### config.mk
export PLATFORM = sky130hd
export DESIGN_NAME = http_chunked_body_decoder_top
export DESIGN_NICKNAME = d
export VERILOG_FILES = /design/src/hdl/hcbd_pkg.sv /design/src/hdl/hcbd_step.sv /design/src/hdl/hcbd_out_reg.sv /design/src/hdl/http_chunked_body_decoder_top.sv
export SDC_FILE = /design/constraint.sdc
export NUM_CORES = 1
export LEC_CHECK = 0
export BUFFER_PORTS_ARGS = -buffer_cell sky130_fd_sc_hd__buf_2
export CORE_UTILIZATION = 55
export CTS_BUF_LIST = sky130_fd_sc_hd__clkbuf_16
export DETAILED_ROUTE_END_ITERATION = 10
export PLACE_DENSITY = 0.87
export SLEW_MARGIN = 0
export SYNTH_ARGS = -nofsm -noshare
export SYNTH_HDL_FRONTEND = slang
export SYNTH_HIERARCHICAL = 1
export SYNTH_SLANG_ARGS = --single-unit
### constraint.sdc
create_clock -name clk -period 2.87 [get_ports clk]
set_input_delay 0.1435 -clock clk [delete_from_list [all_inputs] [get_ports clk]]
set_output_delay 0.1435 -clock clk [all_outputs]
set_load 0.005 [all_outputs]
### src/hdl/hcbd_pkg.sv
// Shared types, constants and helpers for the chunked body decoder.
`default_nettype none

package hcbd_pkg;

    // Width of the chunk size counter
    localparam int SIZE_BITS = 32;

    localparam logic [7:0] CHAR_CR = 8'h0D;
    localparam logic [7:0] CHAR_LF = 8'h0A;

    typedef enum logic [2:0]
    {
        PH_LINE_START,
        PH_LINE_DIGITS,
        PH_LINE_OVER,
        PH_DATA,
        PH_TERM_A,
        PH_TERM_B,
        PH_FINAL_A,
        PH_FINAL_B
    } phase_t;

    typedef logic [1:0] kind_t;

    localparam kind_t KIND_DATA     = 2'd0;
    localparam kind_t KIND_END      = 2'd1;
    localparam kind_t KIND_SIZE_ERR = 2'd2;
    localparam kind_t KIND_TERM_ERR = 2'd3;

    typedef struct packed
    {
        phase_t                 phase;
        logic [SIZE_BITS-1:0]   remaining;
        logic                   digits_stopped;
        logic                   saw_cr;
    } dec_state_t;

    typedef struct packed
    {
        logic       valid;
        kind_t      kind;
        logic [7:0] data;
        logic       last;
    } result_t;

    typedef struct packed
    {
        logic       ok;
        logic [3:0] value;
    } hex_t;

    localparam dec_state_t RESET_STATE = '{
        phase:          PH_LINE_START,
        remaining:      '0,
        digits_stopped: 1'b0,
        saw_cr:         1'b0
    };

    // Decode one ASCII hex digit; ok is low for any other character
    function automatic hex_t hex_digit(input logic [7:0] b);
        hex_t h;
        h.ok    = 1'b0;
        h.value = 4'd0;
        if (b inside {[8'h30:8'h39]})
        begin
            h.ok    = 1'b1;
            h.value = b[3:0];
        end
        else if (b inside {[8'h41:8'h46], [8'h61:8'h66]})
        begin
            h.ok    = 1'b1;
            h.value = b[3:0] + 4'd9;
        end
        return h;
    endfunction

endpackage

`default_nettype wire

### src/hdl/hcbd_step.sv
// Next-state and result logic for one received byte.
`default_nettype none

module hcbd_step
(
    input  wire hcbd_pkg::dec_state_t cur,
    input  wire logic [7:0]           in_byte,
    output hcbd_pkg::dec_state_t      nxt,
    output hcbd_pkg::result_t         res
);

    hcbd_pkg::hex_t                    hex;
    logic [hcbd_pkg::SIZE_BITS-1:0]    rem_dec;
    logic                              crlf;

    always_comb
    begin
        hex     = hcbd_pkg::hex_digit(in_byte);
        rem_dec = cur.remaining - {{(hcbd_pkg::SIZE_BITS-1){1'b0}}, 1'b1};
        crlf    = cur.saw_cr && (in_byte == hcbd_pkg::CHAR_LF);
        nxt     = cur;
        res     = '{valid: 1'b0, kind: hcbd_pkg::KIND_DATA, data: 8'd0, last: 1'b0};

        case (cur.phase)
            hcbd_pkg::PH_LINE_START, hcbd_pkg::PH_LINE_DIGITS, hcbd_pkg::PH_LINE_OVER:
            begin
                if (crlf)
                begin
                    // End of size line: start data, expect the final CRLF or flag a bad size
                    nxt = hcbd_pkg::RESET_STATE;
                    if (cur.phase != hcbd_pkg::PH_LINE_DIGITS)
                    begin
                        res = '{valid: 1'b1, kind: hcbd_pkg::KIND_SIZE_ERR,
                                data: 8'd0, last: 1'b1};
                    end
                    else if (cur.remaining == '0)
                    begin
                        nxt.phase = hcbd_pkg::PH_FINAL_A;
                    end
                    else
                    begin
                        nxt.phase     = hcbd_pkg::PH_DATA;
                        nxt.remaining = cur.remaining;
                    end
                end
                else
                begin
                    nxt.saw_cr = (in_byte == hcbd_pkg::CHAR_CR);
                    if (cur.phase == hcbd_pkg::PH_LINE_START)
                    begin
                        if (!cur.digits_stopped && hex.ok)
                        begin
                            nxt.phase     = hcbd_pkg::PH_LINE_DIGITS;
                            nxt.remaining = {{(hcbd_pkg::SIZE_BITS-4){1'b0}}, hex.value};
                        end
                        else
                        begin
                            nxt.digits_stopped = 1'b1;
                        end
                    end
                    else if (cur.phase == hcbd_pkg::PH_LINE_DIGITS)
                    begin
                        if (!cur.digits_stopped && hex.ok)
                        begin
                            // Top nibble busy: another digit would overflow
                            if (cur.remaining[hcbd_pkg::SIZE_BITS-1 -: 4] != 4'd0)
                            begin
                                nxt.phase = hcbd_pkg::PH_LINE_OVER;
                            end
                            else
                            begin
                                nxt.remaining = {cur.remaining[hcbd_pkg::SIZE_BITS-5:0],
                                                 hex.value};
                            end
                        end
                        else
                        begin
                            nxt.digits_stopped = 1'b1;
                        end
                    end
                end
            end

            hcbd_pkg::PH_DATA:
            begin
                nxt.remaining = rem_dec;
                if (rem_dec == '0)
                begin
                    nxt.phase  = hcbd_pkg::PH_TERM_A;
                    nxt.saw_cr = 1'b0;
                end
                res = '{valid: 1'b1, kind: hcbd_pkg::KIND_DATA, data: in_byte, last: 1'b0};
            end

            hcbd_pkg::PH_TERM_A:
            begin
                nxt.saw_cr = (in_byte == hcbd_pkg::CHAR_CR);
                nxt.phase  = hcbd_pkg::PH_TERM_B;
            end

            hcbd_pkg::PH_FINAL_A:
            begin
                nxt.saw_cr = (in_byte == hcbd_pkg::CHAR_CR);
                nxt.phase  = hcbd_pkg::PH_FINAL_B;
            end

            default:
            begin
                // Second terminator byte: close the chunk or the body, or flag a bad terminator
                nxt = hcbd_pkg::RESET_STATE;
                if (!crlf)
                begin
                    res = '{valid: 1'b1, kind: hcbd_pkg::KIND_TERM_ERR,
                            data: 8'd0, last: 1'b1};
                end
                else if (cur.phase == hcbd_pkg::PH_FINAL_B)
                begin
                    res = '{valid: 1'b1, kind: hcbd_pkg::KIND_END,
                            data: 8'd0, last: 1'b1};
                end
            end
        endcase
    end

endmodule

`default_nettype wire

### src/hdl/hcbd_out_reg.sv
// Result register driving the output channel.
`default_nettype none

module hcbd_out_reg
(
    input  wire logic              clk,
    input  wire logic              rst_n,
    input  wire logic              load,
    input  wire hcbd_pkg::result_t res,
    input  wire logic              out_stall,
    output logic                   free,
    output logic                   out_valid,
    output logic [1:0]             kind,
    output logic [7:0]             out_byte,
    output logic                   last
);

    logic       valid_reg;
    logic       valid_next;
    logic [1:0] kind_reg;
    logic [7:0] byte_reg;
    logic       last_reg;

    assign free = !valid_reg || !out_stall;

    always_comb
    begin
        valid_next = valid_reg;
        if (load)
        begin
            valid_next = 1'b1;
        end
        else if (!out_stall)
        begin
            valid_next = 1'b0;
        end
    end

    always_ff @(posedge clk or negedge rst_n)
    begin
        if (!rst_n)
        begin
            valid_reg <= 1'b0;
        end
        else
        begin
            valid_reg <= valid_next;
        end
    end

    // Hold payload while stalled
    always_ff @(posedge clk)
    begin
        if (load)
        begin
            kind_reg <= res.kind;
            byte_reg <= res.data;
            last_reg <= res.last;
        end
    end

    assign out_valid = valid_reg;
    assign kind      = kind_reg;
    assign out_byte  = byte_reg;
    assign last      = last_reg;

endmodule

`default_nettype wire

### src/hdl/http_chunked_body_decoder_top.sv
// Top level of the HTTP/1.1 chunked body decoder.
//
// Input channel: in_valid / in_stall / in_byte carries the body one byte per item.
// Output channel: out_valid / out_stall / kind, out_byte, last carries results:
// kind 0 is a payload byte in out_byte, kind 1 ends the body, kind 2 flags a bad
// chunk size line, kind 3 a bad chunk terminator. last marks kinds 1 to 3.
// Data bytes give one result each; size lines and terminators only on errors or end.
// A byte taken into the input register is decoded from there into the state and
// result registers, and its result shows on the output from the result register.
// Throughput: one byte per cycle unless a result is held by a receiver stall, set by
// the combinational decode between the input register and the state and result registers.
// When the receiver stalls with a result waiting, bytes that give no result still
// pass; a byte with a result holds in the input register and in_stall rises.
// Reset clears the decoder to the start of a size line and empties both registers.
// After a body end or an error the next byte starts a new body.
`default_nettype none

module http_chunked_body_decoder_top
(
    input  wire logic       clk,
    input  wire logic       rst_n,
    input  wire logic       in_valid,
    output logic            in_stall,
    input  wire logic [7:0] in_byte,
    output logic            out_valid,
    input  wire logic       out_stall,
    output logic [1:0]      kind,
    output logic [7:0]      out_byte,
    output logic            last
);

    logic                 item_valid_reg;
    logic                 item_valid_next;
    logic [7:0]           item_byte_reg;
    hcbd_pkg::dec_state_t state_reg;
    hcbd_pkg::dec_state_t state_next;
    hcbd_pkg::result_t    res;
    logic                 out_free;
    logic                 fire;
    logic                 accept;

    hcbd_step u_step
    (
        .cur     (state_reg),
        .in_byte (item_byte_reg),
        .nxt     (state_next),
        .res     (res)
    );

    hcbd_out_reg u_out
    (
        .clk       (clk),
        .rst_n     (rst_n),
        .load      (fire && res.valid),
        .res       (res),
        .out_stall (out_stall),
        .free      (out_free),
        .out_valid (out_valid),
        .kind      (kind),
        .out_byte  (out_byte),
        .last      (last)
    );

    // Advance the held byte unless its result has nowhere to go
    assign fire     = item_valid_reg && (out_free || !res.valid);
    assign in_stall = item_valid_reg && !fire;
    assign accept   = in_valid && !in_stall;

    always_comb
    begin
        item_valid_next = item_valid_reg;
        if (accept)
        begin
            item_valid_next = 1'b1;
        end
        else if (fire)
        begin
            item_valid_next = 1'b0;
        end
    end

    always_ff @(posedge clk or negedge rst_n)
    begin
        if (!rst_n)
        begin
            item_valid_reg <= 1'b0;
            state_reg      <= hcbd_pkg::RESET_STATE;
        end
        else
        begin
            item_valid_reg <= item_valid_next;
            if (fire)
            begin
                state_reg <= state_next;
            end
        end
    end

    always_ff @(posedge clk)
    begin
        if (accept)
        begin
            item_byte_reg <= in_byte;
        end
    end

endmodule

`default_nettype wire

# Word level (Yosys, flattened, before mapping)
# Index checks and enable logic that the tools add are counted.
[totals]
ff_bits = 58
input_bits = 12
out_inout_bits = 13
elab_cells = 94
[classes]
n_addsub = 2
magnitude_cmp = 6
eq_ne = 16
mux = 28
bitwise = 2
reduce_logical = 30
[ops]
columns = ["operator", "n"]
rows = [
  ["2-to-1 mux 35 bit", 3],
  ["case mux 32 bit (3 select lines)", 1],
  ["2-to-1 mux 36 bit", 2],
  ["logical NOT 32 bit", 2],
  ["2-to-1 mux 32 bit", 2],
  ["2-to-1 mux 12 bit", 4],
  ["2-to-1 mux 37 bit", 1],
  ["case mux 12 bit (3 select lines)", 1],
  ["subtractor 32 x 1 -> 32 bit, second input constant", 1],
  ["== test 8 x 4 -> 1 bit, second input constant", 2],
  [">= comparator 8 x 7 -> 1 bit, second input constant", 2],
  ["<= comparator 8 x 7 -> 1 bit, second input constant", 2],
  ["case mux 3 bit (4 select lines)", 1],
  ["2-to-1 mux 5 bit", 2],
  ["== test 3 bit, second input constant", 3],
  ["logical AND 1 bit", 9],
  ["2-to-1 mux 3 bit", 3],
  [">= comparator 8 x 6 -> 1 bit, second input constant", 1],
  ["<= comparator 8 x 6 -> 1 bit, second input constant", 1],
  ["inequality test 4 x 1 -> 1 bit, second input constant", 2],
  ["== test 3 x 2 -> 1 bit, second input constant", 2],
  ["logical NOT 1 bit", 6],
  ["2-to-1 mux 1 bit", 6],
  ["inequality test 3 x 1 -> 1 bit, second input constant", 2],
  ["18 further kinds", 23],
]

# Logic depth before layout (Yosys ltp)
[depth]
word_depth = 12
depth_mapped = 12
mapped_depth_nobuf = 10

# Hierarchy
# The synthesis kept the hierarchy.
[modules_own_cells]
columns = ["mod", "instances", "cells_per_inst", "area_each_um2", "seq_area_each_um2"]
rows = [
  ["hcbd_step", 1, 388, 2316.0, 0.0],
  ["http_chunked_body_decoder_top", 1, 94, 1705.4, 1191.1],
  ["hcbd_out_reg", 1, 14, 366.6, 355.3],
]

# Worst setup path after synthesis
# No wires, ideal clock.
[synth_path]
path_type = "flip-flop to flip-flop"
startpoint = "register state_reg[2] (netlist name)"
endpoint = "register state_reg[34] (netlist name)"
setup_ns = 0.127
t_arrival_ns = 2.984
required_ns = 2.743
path_slack_ns = -0.241
path_stages_with_launch = 12
path_buffers = 1
period_less_slack_ns = 3.111
path_cell_list = "dfrtp_1 -> buf_2 -> inv_1 -> ha_1 -> nor3b_2 -> nand4_1 -> or3_1 -> a311o_2 -> a2111oi_4 -> nand4_2 -> a211o_1 -> mux2_1"
[synth_lines]
columns = ["element", "line", "rtl"]
rows = [
  ["from (decl)", "http_chunked_body_decoder_top.sv:35", "hcbd_pkg::dec_state_t state_reg;"],
  ["from (signal assigned)", "http_chunked_body_decoder_top.sv:87", "state_reg <= hcbd_pkg::RESET_STATE;"],
  ["from (signal assigned)", "http_chunked_body_decoder_top.sv:94", "state_reg <= state_next;"],
]

==> impl_results.md <==
* Die area at 8339 sq um
* Die H at 91.32 um
* Final Util at 74.84%
* Area delta synth->final at 31.79%
* Peak VDD IR at 351.4 uV
* Distinct cells, synth at 68
* Crit Path Max Fanout at 4
* Fin area at 5783 sq um
* Sequential share of the synthesized area at 35.24%
* Starting Density at 56.78%
* Crit start category: register
* I/O Pins at 25
* Drt drc at 0
* Slew @ Worst Pin at 0.9331 ns
* DP Area at 5100 sq um
* Fillcell total at 489
* Asr flop ratio synth at 67.24%
* Clock tree buffer depth at 2
* Clock power share at 29.7%
* Pleak at 0.002716 uW
* Max reg flops at 37
* Initial detailed-routing violation count at 707
* Synthesized Nets at 514
* Max-slew violations at 0
* Main flop type after synthesis: dfrtp_1
* Psw at 1553 uW
* CP Data Arrival Time at 3.31 ns
* Crit path cell chain: or4_4 > or4_4 > nor2_4 > nand3_2 > a2111oi_4 > nand4_2 > a211o_1 > mux2_4
* Vias in the first global route at 4488
* Worst slew margin at 37.80%
* Layout Nets at 613
* # Max-Cap Violations at 0
* All-Layer GR Usage at 34.54%
* CTS root buf: clkbuf_16
* Fmax at 323.9 MHz
* PwrDens at 703.7 nW/um^2
* Worst reg2reg setup slack at -0.22 ns
* Mapped Cells at 496
* Final Hold Fails at 0
* Worst-skew pair later-pin latency at 0.33 ns
* Post-synth EDFFs at 19
* Final setup margin at -0.2170 ns
* Clock slew at reported path FFs at 0.06 ns
* Worst Hold Class: in -> reg
* RSZ-0062 raised after global routing: true
* Slowest Stage Delay on Critical Path at 0.57 ns
* Layout cells sized above 1 at 34.83%
* Mean Syn Cell Area at 8.847 sq um
* Power Internal at 2517 uW
* Final setup vio count at 3
* Site Rows at 32
* CP Class: reg -> reg
* Register area at 1549 sq um
* Most Frequent Cell on Critical Path: or4_4
* Status: finished with violations
* Drt pass-1 iters at 5
* Pre-CTS WS at -0.1754 ns
* CTS sink count at 58
* Wirelength, routed at 15100 um
* DP HPWL at 9070 um
* Via count at 4816
* Period utilisation layout at 107.6%
* Failing checks: setup timing
* Largest net degree at the start of global routing at 40
* Final Critical Period at 3.087 ns
* Area of the multi-input gates at 2708 sq um
* Crit end category: register
* CP max stage cell: or4_4
* Mapped Area at 4388 sq um
* Vias/cell at 6.860
* CP bufs+invs at 0
* Sequential share of power at 23.8%
* Required @ worst endpoint at 3.09 ns
* WL/cell at 21.50 um
* CTS tree: yes
* H-Tree Level Count at 3
* Routability cong. at 0.9527
* Worst Clk Skew at 0.009022 ns
* GR Overflow Total at 0
* First-pass GRT wire length at 22540 um
* Initial antenna violation count at 0
* Core area at 7727 sq um
* Ant diodes at 0
* CTS buffer count at 9
* IO Port Bufs at 24
* Synth Register Bits at 58
* Synth warnings at 6
* Net Sw Frac at 38.16%
* Family with the most delay on the worst path: simple AND/OR/NAND/NOR gates
* Post-route ant nets at 0
* Die X at 91.32 um
* Combinational power share at 46.5%
* Hold Slack at 0.01264 ns
## stage by stage
stage               std cells  TNS [ns]  total power (uW)
global placement          665   -0.1804              2577
global route              702    -1.458              4234
CTS                       693  -0.08668              3879
finish                    702   -0.4568              4070
detailed placement        665   -0.3564              2609
floorplan                 496   -0.2712              2018
## final cells by class
type | count | share of cell area, %
Multi-Input combinational cell | 384 | 46.82
Timing Repair Buffer | 130 | 17.70
Clock inverter | 7 | 1.774
Clock buffer | 9 | 3.894
Tap cell | 102 | 2.207
Inverter | 12 | 0.8222
Sequential cell | 58 | 26.79
## what timing repair did
action | 4_1_cts | 5_1_grt
endpoints found under the hold margin | 47 | 0
hold buffers | 9 | 0
resized for setup | 5 | 19
setup buffers | 3 | 6
pin swaps | 2 | 12
endpoints found under the setup margin | 35 | 46
gates cloned | 0 | 3
## logic make-up (layout without fill, tap and decap cells)
family          after synthesis  count (layout)  synth area share [%]
xor+xnor                      9               9                 1.796
compound gates              136             136                 20.76
simple gates                192             192                 24.01
buf+inv                      54             158                 6.073
fa+ha+maj                     6               6                 1.711
mux                          41              41                 10.41
flops                        58              58                 35.24
## Yosys cell counts (all sizes together) (3+ instances only)
| library cell | count | area (sq um) |
|---|---|---|
| and3 | 11 | 68.82 |
| a21oi | 34 | 170.2 |
| a22oi | 11 | 82.58 |
| ha | 6 | 75.07 |
| nand2 | 42 | 157.7 |
| mux2i | 4 | 40.04 |
| nand4 | 12 | 81.33 |
| a2111oi | 3 | 51.30 |
| dfrtp | 39 | 975.9 |
| nor4 | 13 | 87.58 |
| or3 | 7 | 43.79 |
| inv | 12 | 45.04 |
| o31ai | 3 | 22.52 |
| or4 | 8 | 67.56 |
| a21o | 4 | 30.03 |
| edfxtp | 19 | 570.6 |
| nand2b | 4 | 25.02 |
| and2 | 8 | 50.05 |
| o21ai | 43 | 226.5 |
| clkbuf | 29 | 108.9 |
| xnor2 | 4 | 35.03 |
| o221ai | 4 | 35.03 |
| mux2 | 37 | 416.7 |
| buf | 13 | 112.6 |
| nor2 | 36 | 142.6 |
| a31oi | 4 | 25.02 |
| nor3 | 19 | 110.1 |
| nor3b | 4 | 35.03 |
| o211ai | 3 | 22.52 |
| nand3 | 14 | 70.07 |
| a221o | 5 | 50.05 |
| nand3b | 3 | 22.52 |
| xor2 | 5 | 43.79 |
| a211o | 3 | 26.28 |
## routing by layer
metal  vias to the layer above  share of wire, %  track usage (%)
li1                       2067                 -                -
met1                      2226                38            45.54
met2                       431                45            54.80
met3                        92                12            6.700
met4                         0               4.9            16.01
met5                         -                 0                0
## cells in the final DEF, fill, tap and decap left out, drive strengths merged, types with 5 or more instances in the layout
master       synthesis  routed
and2                 8       8
dlygate4sd3          0       9
edfxtp              19      19
buf                 13     118
nor3                19      19
clkbuf              29      12
nand4               12      12
mux2                37      37
nand2               42      42
and3                11      11
nor4                13      13
o21ai               43      43
or3                  7       7
a22oi               11      11
nand3               14      14
or4                  8       8
nor2                36      36
ha                   6       6
a21oi               34      34
xor2                 5       5
a221o                5       5
dfrtp               39      39
inv                 12      13
## final timing paths
check,startpoint,end,cells past startpoint
min in group asynchronous,rst_n,state_reg[14]$_DFFE_PN0P_,2
worst min-delay path,in_valid,item_valid_reg$_DFFE_PN0P_,2
worst max-delay path,state_reg[8]$_DFFE_PN0P_,state_reg[34]$_DFFE_PN0P_,8
max in group asynchronous,rst_n,state_reg[8]$_DFFE_PN0P_,2
worst max register to register,state_reg[8]$_DFFE_PN0P_,state_reg[34]$_DFFE_PN0P_,8
worst min register to register,u_out/out_valid$_DFFE_PN0P_,u_out/out_valid$_DFFE_PN0P_,1
## power by group through the flow
stage / sequential, uW / clock, uW / combinational, uW
finish: 969 / 1210 / 1890
CTS: 958 / 1200 / 1720
detailed placement: 968 / 0 / 1640
global route: 970 / 1250 / 2010
floorplan: 936 / 0 / 1080
global placement: 961 / 0 / 1620
(Power assumes the default switching activity.)
